### src/sv/i2cbe_pkg.sv
`timescale 1ns / 1ps

package i2cbe_pkg;

   typedef enum logic [2:0] {
      CMD_TICK  = 3'd0,
      CMD_START = 3'd1,
      CMD_STOP  = 3'd2,
      CMD_WRITE = 3'd3,
      CMD_WAIT  = 3'd4,
      CMD_READ  = 3'd5
   } cmd_type;

   typedef enum logic [5:0] {
      OP_IDLE  = 6'b000001,
      OP_START = 6'b000010,
      OP_STOP  = 6'b000100,
      OP_WRITE = 6'b001000,
      OP_WAIT  = 6'b010000,
      OP_READ  = 6'b100000
   } op_type;

   localparam logic CSR_PHASE_TICKS = 1'b0;
   localparam logic CSR_ACK_TIMEOUT = 1'b1;

   localparam logic [15:0] PHASE_TICKS_RST = 16'd1;
   localparam logic [7:0]  ACK_TIMEOUT_RST = 8'd100;

   localparam logic [4:0] READ_BIT_STEPS = 5'd24;
   localparam logic [4:0] READ_ACK_STEP  = 5'd24;
   localparam logic [4:0] READ_ACKH_STEP = 5'd25;

   localparam int REQ_DATA_W = 16;
   localparam int RSP_DATA_W = 16;

   function automatic logic [4:0] phase_count(op_type op);
      logic [4:0] n;
      case (op)
         OP_START: n = 5'd4;
         OP_STOP:  n = 5'd3;
         OP_WRITE: n = 5'd16;
         OP_WAIT:  n = 5'd5;
         OP_READ:  n = 5'd27;
         default:  n = 5'd0;
      endcase
      return n;
   endfunction

endpackage

### src/sv/i2c_master_bit_engine_unit.sv
`timescale 1ns / 1ps
// Each result is registered when its item is accepted and is shown on rsp_tdata in the next cycle.
// Throughput: one item per cycle; req_tready stays high while the output register
// is empty or being drained in the same cycle.
// Phase tick counter: each timed SCL/SDA phase lasts phase_ticks ticks (one tick if zero).
// Synchronous active-high reset: engine idle, both lines high, registers at defaults.

module i2c_master_bit_engine_unit
   import i2cbe_pkg::*;
(
   input  logic                  clock,
   input  logic                  reset,
   input  logic                  req_tvalid,
   output logic                  req_tready,
   input  logic [REQ_DATA_W-1:0] req_tdata,  // write_data[7:0], send_ack, sda_in, zero pad
   input  logic [2:0]            req_tuser,  // command
   output logic                  rsp_tvalid,
   input  logic                  rsp_tready,
   output logic [RSP_DATA_W-1:0] rsp_tdata,  // scl_level, sda_level, busy_res, done_res,
                                             // read_byte[7:0], no_ack, zero pad
   input  logic                  csr_we,
   input  logic                  csr_index,
   input  logic [15:0]           csr_wdata
);

   logic [15:0] phase_ticks_ff;
   logic [7:0]  ack_timeout_ff;

   op_type      op_ff, op_in;
   logic [4:0]  step_ff, step_in;
   logic [1:0]  sub_ff, sub_in;
   logic [15:0] tick_ff, tick_in;
   logic [7:0]  shift_ff, shift_in;
   logic [7:0]  wcnt_ff, wcnt_in;
   logic        scl_ff, scl_in;
   logic        sda_ff, sda_in;
   logic        ack_latch_ff, ack_latch_in;
   logic [7:0]  read_hold_ff, read_hold_in;
   logic        no_ack_ff, no_ack_in;
   logic        done_in;

   logic        rsp_valid_ff;
   logic [RSP_DATA_W-1:0] rsp_data_ff, rsp_data_in;

   cmd_type     cmd;
   logic [7:0]  wdata;
   logic        sack;
   logic        sda_smp;
   logic        accept;
   logic [15:0] limit;
   logic [16:0] tick_nxt;
   logic        enter;
   logic [4:0]  est;
   logic        finish;
   logic [4:0]  stop_st;

   assign cmd     = cmd_type'(req_tuser);
   assign wdata   = req_tdata[7:0];
   assign sack    = req_tdata[8];
   assign sda_smp = req_tdata[9];

   assign req_tready = !rsp_valid_ff || rsp_tready;
   assign accept     = req_tvalid && req_tready;
   assign limit      = (phase_ticks_ff == 16'd0) ? 16'd1 : phase_ticks_ff;
   assign tick_nxt   = {1'b0, tick_ff} + 17'd1;

   always_comb begin
      op_in        = op_ff;
      step_in      = step_ff;
      sub_in       = sub_ff;
      tick_in      = tick_ff;
      shift_in     = shift_ff;
      wcnt_in      = wcnt_ff;
      scl_in       = scl_ff;
      sda_in       = sda_ff;
      ack_latch_in = ack_latch_ff;
      read_hold_in = read_hold_ff;
      no_ack_in    = no_ack_ff;
      done_in      = 1'b0;
      enter        = 1'b0;
      est          = 5'd0;
      finish       = 1'b0;
      stop_st      = 5'd0;

      if (op_ff == OP_IDLE) begin
         if (cmd == CMD_START || cmd == CMD_STOP || cmd == CMD_WRITE ||
             cmd == CMD_WAIT || cmd == CMD_READ) begin
            case (cmd)
               CMD_START: op_in = OP_START;
               CMD_STOP:  op_in = OP_STOP;
               CMD_WRITE: op_in = OP_WRITE;
               CMD_WAIT:  op_in = OP_WAIT;
               default:   op_in = OP_READ;
            endcase
            step_in      = 5'd0;
            sub_in       = 2'd0;
            tick_in      = 16'd0;
            wcnt_in      = 8'd0;
            ack_latch_in = sack;
            shift_in     = (cmd == CMD_WRITE) ? wdata : 8'd0;
            if (cmd == CMD_WAIT) begin
               no_ack_in = 1'b0;
            end
            enter = 1'b1;
            est   = 5'd0;
         end
      end else if (cmd == CMD_TICK) begin
         if (op_ff == OP_WAIT && step_ff == 5'd1) begin
            if (!sda_smp) begin
               scl_in = 1'b0;
               finish = 1'b1;
            end else if (wcnt_ff >= ack_timeout_ff) begin
               step_in = 5'd2;
               tick_in = 16'd0;
               enter   = 1'b1;
               est     = 5'd2;
            end else begin
               wcnt_in = wcnt_ff + 8'd1;
            end
         end else if (tick_nxt >= {1'b0, limit}) begin
            tick_in = 16'd0;
            if (op_ff == OP_READ && step_ff < READ_BIT_STEPS && sub_ff == 2'd1) begin
               shift_in = {shift_ff[6:0], sda_smp};
            end
            step_in = step_ff + 5'd1;
            sub_in  = (sub_ff == 2'd2) ? 2'd0 : sub_ff + 2'd1;
            if (step_in >= phase_count(op_ff)) begin
               if (op_ff == OP_WAIT) begin
                  no_ack_in = 1'b1;
               end
               finish = 1'b1;
            end else begin
               enter = 1'b1;
               est   = step_in;
            end
         end else begin
            tick_in = tick_nxt[15:0];
         end
      end

      if (enter) begin
         stop_st = (op_in == OP_WAIT) ? est - 5'd2 : est;
         case (op_in)
            OP_START: begin
               case (est)
                  5'd0:    sda_in = 1'b1;
                  5'd1:    scl_in = 1'b1;
                  5'd2:    sda_in = 1'b0;
                  default: scl_in = 1'b0;
               endcase
            end
            OP_STOP, OP_WAIT: begin
               if (op_in == OP_WAIT && est == 5'd0) begin
                  sda_in = 1'b1;
                  scl_in = 1'b1;
               end else if (op_in == OP_WAIT && est == 5'd1) begin
                  scl_in = scl_in;
               end else if (stop_st == 5'd0) begin
                  sda_in = 1'b0;
               end else if (stop_st == 5'd1) begin
                  scl_in = 1'b1;
               end else begin
                  sda_in = 1'b1;
               end
            end
            OP_WRITE: begin
               if (!est[0]) begin
                  sda_in   = shift_in[7];
                  shift_in = {shift_in[6:0], 1'b0};
                  scl_in   = 1'b1;
               end else begin
                  scl_in = 1'b0;
               end
            end
            OP_READ: begin
               if (est < READ_BIT_STEPS) begin
                  if (sub_in == 2'd0) begin
                     scl_in = 1'b0;
                     sda_in = 1'b1;
                  end else if (sub_in == 2'd1) begin
                     scl_in = 1'b1;
                  end
               end else if (est == READ_ACK_STEP) begin
                  scl_in = 1'b0;
                  sda_in = !ack_latch_in;
               end else if (est == READ_ACKH_STEP) begin
                  scl_in = 1'b1;
               end else begin
                  scl_in = 1'b0;
               end
            end
            default: begin
               scl_in = scl_in;
            end
         endcase
      end

      if (finish) begin
         if (op_ff == OP_READ) begin
            read_hold_in = shift_in;
         end
         op_in   = OP_IDLE;
         step_in = 5'd0;
         sub_in  = 2'd0;
         tick_in = 16'd0;
         done_in = 1'b1;
      end

      rsp_data_in = {{(RSP_DATA_W-13){1'b0}}, no_ack_in, read_hold_in, done_in,
                     (op_in != OP_IDLE), sda_in, scl_in};
   end

   always_ff @(posedge clock) begin
      if (reset) begin
         phase_ticks_ff <= PHASE_TICKS_RST;
         ack_timeout_ff <= ACK_TIMEOUT_RST;
      end else if (csr_we) begin
         if (csr_index == CSR_PHASE_TICKS) begin
            phase_ticks_ff <= csr_wdata;
         end else if (csr_index == CSR_ACK_TIMEOUT) begin
            ack_timeout_ff <= csr_wdata[7:0];
         end
      end
   end

   always_ff @(posedge clock) begin
      if (reset) begin
         op_ff        <= OP_IDLE;
         step_ff      <= 5'd0;
         sub_ff       <= 2'd0;
         tick_ff      <= 16'd0;
         shift_ff     <= 8'd0;
         wcnt_ff      <= 8'd0;
         scl_ff       <= 1'b1;
         sda_ff       <= 1'b1;
         ack_latch_ff <= 1'b0;
         read_hold_ff <= 8'd0;
         no_ack_ff    <= 1'b0;
      end else if (accept) begin
         op_ff        <= op_in;
         step_ff      <= step_in;
         sub_ff       <= sub_in;
         tick_ff      <= tick_in;
         shift_ff     <= shift_in;
         wcnt_ff      <= wcnt_in;
         scl_ff       <= scl_in;
         sda_ff       <= sda_in;
         ack_latch_ff <= ack_latch_in;
         read_hold_ff <= read_hold_in;
         no_ack_ff    <= no_ack_in;
      end
   end

   always_ff @(posedge clock) begin
      if (reset) begin
         rsp_valid_ff <= 1'b0;
      end else if (accept) begin
         rsp_valid_ff <= 1'b1;
      end else if (rsp_tready) begin
         rsp_valid_ff <= 1'b0;
      end
   end

   always_ff @(posedge clock) begin
      if (accept) begin
         rsp_data_ff <= rsp_data_in;
      end
   end

   assign rsp_tvalid = rsp_valid_ff;
   assign rsp_tdata  = rsp_data_ff;

   a_done_not_busy: assert property (@(posedge clock) disable iff (reset)
      rsp_valid_ff && rsp_data_ff[3] |-> !rsp_data_ff[2])
      else $error("done result reports busy");

   a_idle_clean: assert property (@(posedge clock) disable iff (reset)
      op_ff == OP_IDLE |-> step_ff == 5'd0 && tick_ff == 16'd0)
      else $error("idle engine holds phase progress");

   a_step_range: assert property (@(posedge clock) disable iff (reset)
      op_ff != OP_IDLE |-> step_ff < phase_count(op_ff))
      else $error("phase step past end of command");

   a_no_ack_src: assert property (@(posedge clock) disable iff (reset)
      $rose(no_ack_ff) |-> $past(op_ff) == OP_WAIT && op_ff == OP_IDLE)
      else $error("no-ack set outside acknowledge wait completion");

endmodule

### config.mk
export PLATFORM = sky130hd
export DESIGN_NAME = i2c_master_bit_engine_unit
export DESIGN_NICKNAME = d
export VERILOG_FILES = /design/src/sv/i2cbe_pkg.sv /design/src/sv/i2c_master_bit_engine_unit.sv
export SDC_FILE = /design/constraint.sdc
export NUM_CORES = 1
export LEC_CHECK = 0
export BUFFER_PORTS_ARGS = -buffer_cell sky130_fd_sc_hd__buf_2
export CELL_PAD_IN_SITES_DETAIL_PLACEMENT = 1
export CELL_PAD_IN_SITES_GLOBAL_PLACEMENT = 2
export CORE_ASPECT_RATIO = 1.1
export CORE_MARGIN = 2
export CORE_UTILIZATION = 32
export DETAILED_ROUTE_END_ITERATION = 10
export PLACE_DENSITY = 0.72
export SLEW_MARGIN = 0
export SYNTH_ARGS = -nofsm -noshare
export SYNTH_HDL_FRONTEND = slang
export SYNTH_SLANG_ARGS = --single-unit
### constraint.sdc
create_clock -name clock -period 4.2 [get_ports clock]
set_input_delay 0.42 -clock clock [delete_from_list [all_inputs] [get_ports clock]]
set_output_delay 0.42 -clock clock [all_outputs]
set_load 0.01 [all_outputs]
==> results.ini <==
[detailed_routing]
vias = 5772
first_pass_iters = 4
drt_iter0_drc = 286
drc_errors = 0
viasPerCell = 5.36
wirelength_mm = 19.4
wl_per_cell_um = 18.0
ant_nets = 0

[final_layout]
layout-drive-gt1-share_pct = 22.4
regArea_sq_mm = 0.00204
multi_input_area_sq_mm = 0.00372
final_util_pct = 39.9
area_growth_pct = 23.3
fillers = 2229
nNetsFinal = 905
antenna_cells = 0
stdcell_area_sq_mm = 0.00730

[yosys]
synth_cell_types = 81
yosysSeqAreaShare_pct = 34.3
synth_warnings = 0
synth-seq-cells = 95
postSynthAreaPerCell_sq_um = 7.96
synth_cells = 744
synth-edff-count = 13
synth_ff_type = dfxtp_1
async_flop_share_pct = 0
netlist_area_sq_mm = 0.00592

[pwr]
switching_share_pct = 29.4
max-vdd-ir-drop_mv = 0.212
power_density_mw_per_mm2 = 334
comb_power_share_pct = 19.0
intPower_mw = 1.72
seq_power_share_pct = 40.0
p_sw_mw = 0.715
leakagePower_nw = 2.93
power.share.clock_pct = 41.0

[sta]
whs_ns = 0.289
fin_worst_skew_ns = 0.0121
finalCritPeriodShare_pct = 97.4
fmaxAchievable_mhz = 244
finalHoldViolations = 0
tightest_slew_ns = 1.05
slew_headroom_pct = 29.6
rsz0062_at_grt = true
tns_ns = 0
layout_min_cycle_time_ns = 4.09
drv_slew = 0
finalSetupViolations = 0

[die]
ios = 59
die_area_sq_mm = 0.0196
start_util_pct = 32.4
rows = 52
die_w_um = 134
die_h_um = 147
coreArea_sq_mm = 0.0183

[run]
cap_violations = 0

[critical_path]
crit_arrival_ns = 4.21
worst_ep_required_time_ns = 4.32
startpoint_type = register
critPathCaptureType = register
path_max_fanout = 6
critical_path_class = register to register

[global_routing]
grt-ovfl-total = 0
grt_pass1_wl_mm = 31.2
track_usage_pct = 20.0
antenna_found_initial = 0
grt_pass1_vias = 6035
grt_start_max_net_pins = 54

[cts]
clk_latency_ns = 0.37
h-tree-depth = 3
cts_tree = built
cts_buffer_depth = 2
clock-sinks = 95
clk_pin_slew_worst_paths_ns = 0.07
numCtsBuffers = 9
root_buffer = clkbuf_16

[placed_design]
placed_area_sq_mm = 0.00676
port_buffers = 49
place_congestion = 0.853
place_hpwl_mm = 14.5

[run_status]
status = complete, no violations

[min_path]
hold_path.class = input port to register

==> kinds of logic (layout without fill, tap and decap cells) <==
group / count (synthesis) / after routing / synth area share [%]
DFF: 95 / 95 / 34.3
xor gates and xnor gates: 25 / 25 / 3.70
and+or+nand+nor: 323 / 323 / 27.7
other: 1 / 3 / 0.0633
AOI/OAI and AO/OA: 176 / 176 / 18.8
adders and majority gates: 35 / 35 / 7.39
muxes: 12 / 12 / 2.34
buffers and inverters: 77 / 165 / 5.70
==> critical path: stages (launching register included) <==
cell	delay, ns
dfxtp_2	0.35
and3_4	0.19
and3_4	0.18
and3_4	0.21
buf_6	0.11
nand4_1	0.11
xnor2_1	0.17
ha_1	0.32
nand3_2	0.10
or2_4	0.24
a311o_1	0.36
nand3_4	0.18
nand3_2	0.10
ha_1	0.32
nand2_1	0.04
o31a_1	0.32
o221a_1	0.28
nor4_4	0.19
nor2_1	0.07
==> area by class of cell <==
type,count,share of cell area (%)
flip-flops and latches,95,27.9
clock inverters,7,1.73
inverters,35,1.80
multi-input cells,574,51.0
well taps,243,4.16
repair buffers,114,10.3
clock buffers,9,3.08
==> sequential cells by signal, summed over array words and instances (netlist names), 5 cells and up <==
name	cells
wcnt_ff	8
step_ff	5
rsp_tdata	13
shift_ff	8
tick_ff	16
read_hold_ff	8
op_ff	6
ack_timeout_ff	8
phase_ticks_ff	16
==> synthesized netlist by cell type (11+ instances only) <==
cell	instances	area share (%)
xor2_1	14	2.1
dfxtp_1	82	28
nand2_1	109	6.9
o21ai_0	28	2.4
and3_1	15	1.6
nor2_1	68	4.3
a21oi_1	60	5.1
ha_1	35	7.4
a31oi_1	11	1.2
xnor2_1	11	1.6
inv_1	35	2.2
clkbuf_1	23	1.5
nand3_1	39	3.3
or3_1	11	1.2
edfxtp_1	13	6.6
==> routing by layer <==
layer / vias up / share of wire (%) / GRT usage [%]
met5: - / 0 / 0
met4: 0 / 1.8 / 7.50
met3: 19 / 2.6 / 2.31
met2: 66 / 51 / 35.6
met1: 2850 / 44 / 24.7
li1: 2837 / - / -
==> power by group through the flow <==
| stage | sequential (mW) | combinational [mW] | clock [mW] |
|---|---|---|---|
| detailed placement | 0.996 | 0.442 | 0 |
| CTS | 0.975 | 0.456 | 1.02 |
| global placement | 0.994 | 0.433 | 0 |
| global route | 0.978 | 0.509 | 1.05 |
| floorplan | 0.992 | 0.266 | 0 |
| finish | 0.975 | 0.462 | 0.999 |
==> cells in the final DEF (no fill, tap or decap), drive strengths merged, types with 3 or more instances in the layout <==
cell type / instances
a211oi: 6
a21oi: 61
a221o: 6
a31o: 3
a31oi: 11
and2: 3
and3: 15
and4: 4
buf: 114
bufinv: 3
clkbuf: 9
conb: 3
dfxtp: 82
edfxtp: 13
ha: 35
inv: 38
mux2i: 10
nand2: 109
nand2b: 7
nand3: 40
nand3b: 6
nand4: 11
nor2: 69
nor2b: 5
nor3: 11
nor3b: 3
nor4: 10
o211ai: 7
o21a: 4
o21ai: 38
o21bai: 3
o22ai: 8
o31ai: 6
or2: 5
or3: 12
or4: 3
xnor2: 11
xor2: 14
==> path summary, 6_finish.rpt <==
kind | from | endpoint | slack (ns) | cells after the start
setup reg to reg | tick_ff[0] | rsp_tdata[1] | 0.11 | 18
hold reg to reg | ack_timeout_ff[4] | ack_timeout_ff[4] | 0.47 | 2
setup / recovery | tick_ff[0] | rsp_tdata[1] | 0.11 | 18
hold / removal | csr_wdata[12] | phase_ticks_ff[12] | 0.29 | 3
==> stage by stage <==
| step | cells | power (mW) | setup slack (ns) |
|---|---|---|---|
| 2_1_floorplan | 746 | 1.26 | 0.0538 |
| 3_3_place_gp | 1057 | 1.43 | -0.0727 |
| 3_5_place_dp | 1057 | 1.44 | -0.128 |
| 4_1_cts | 1075 | 2.45 | 0.00100 |
| 5_1_grt | 1077 | 2.54 | -0.0939 |
| 6_report | 1077 | 2.44 | 0.107 |
==> repair_timing <==
| item | 4_1_cts | 5_1_grt |
|---|---|---|
| endpoints found under the setup margin | 17 | 35 |
| hold buffers | 0 | 0 |
| pin swaps | 3 | 18 |
| endpoints found under the hold margin | 0 | 0 |
| setup buffers | 2 | 3 |
| gates resized for setup | 7 | 27 |
| gates cloned | 0 | 0 |
Power figures use the tool's default switching activity.
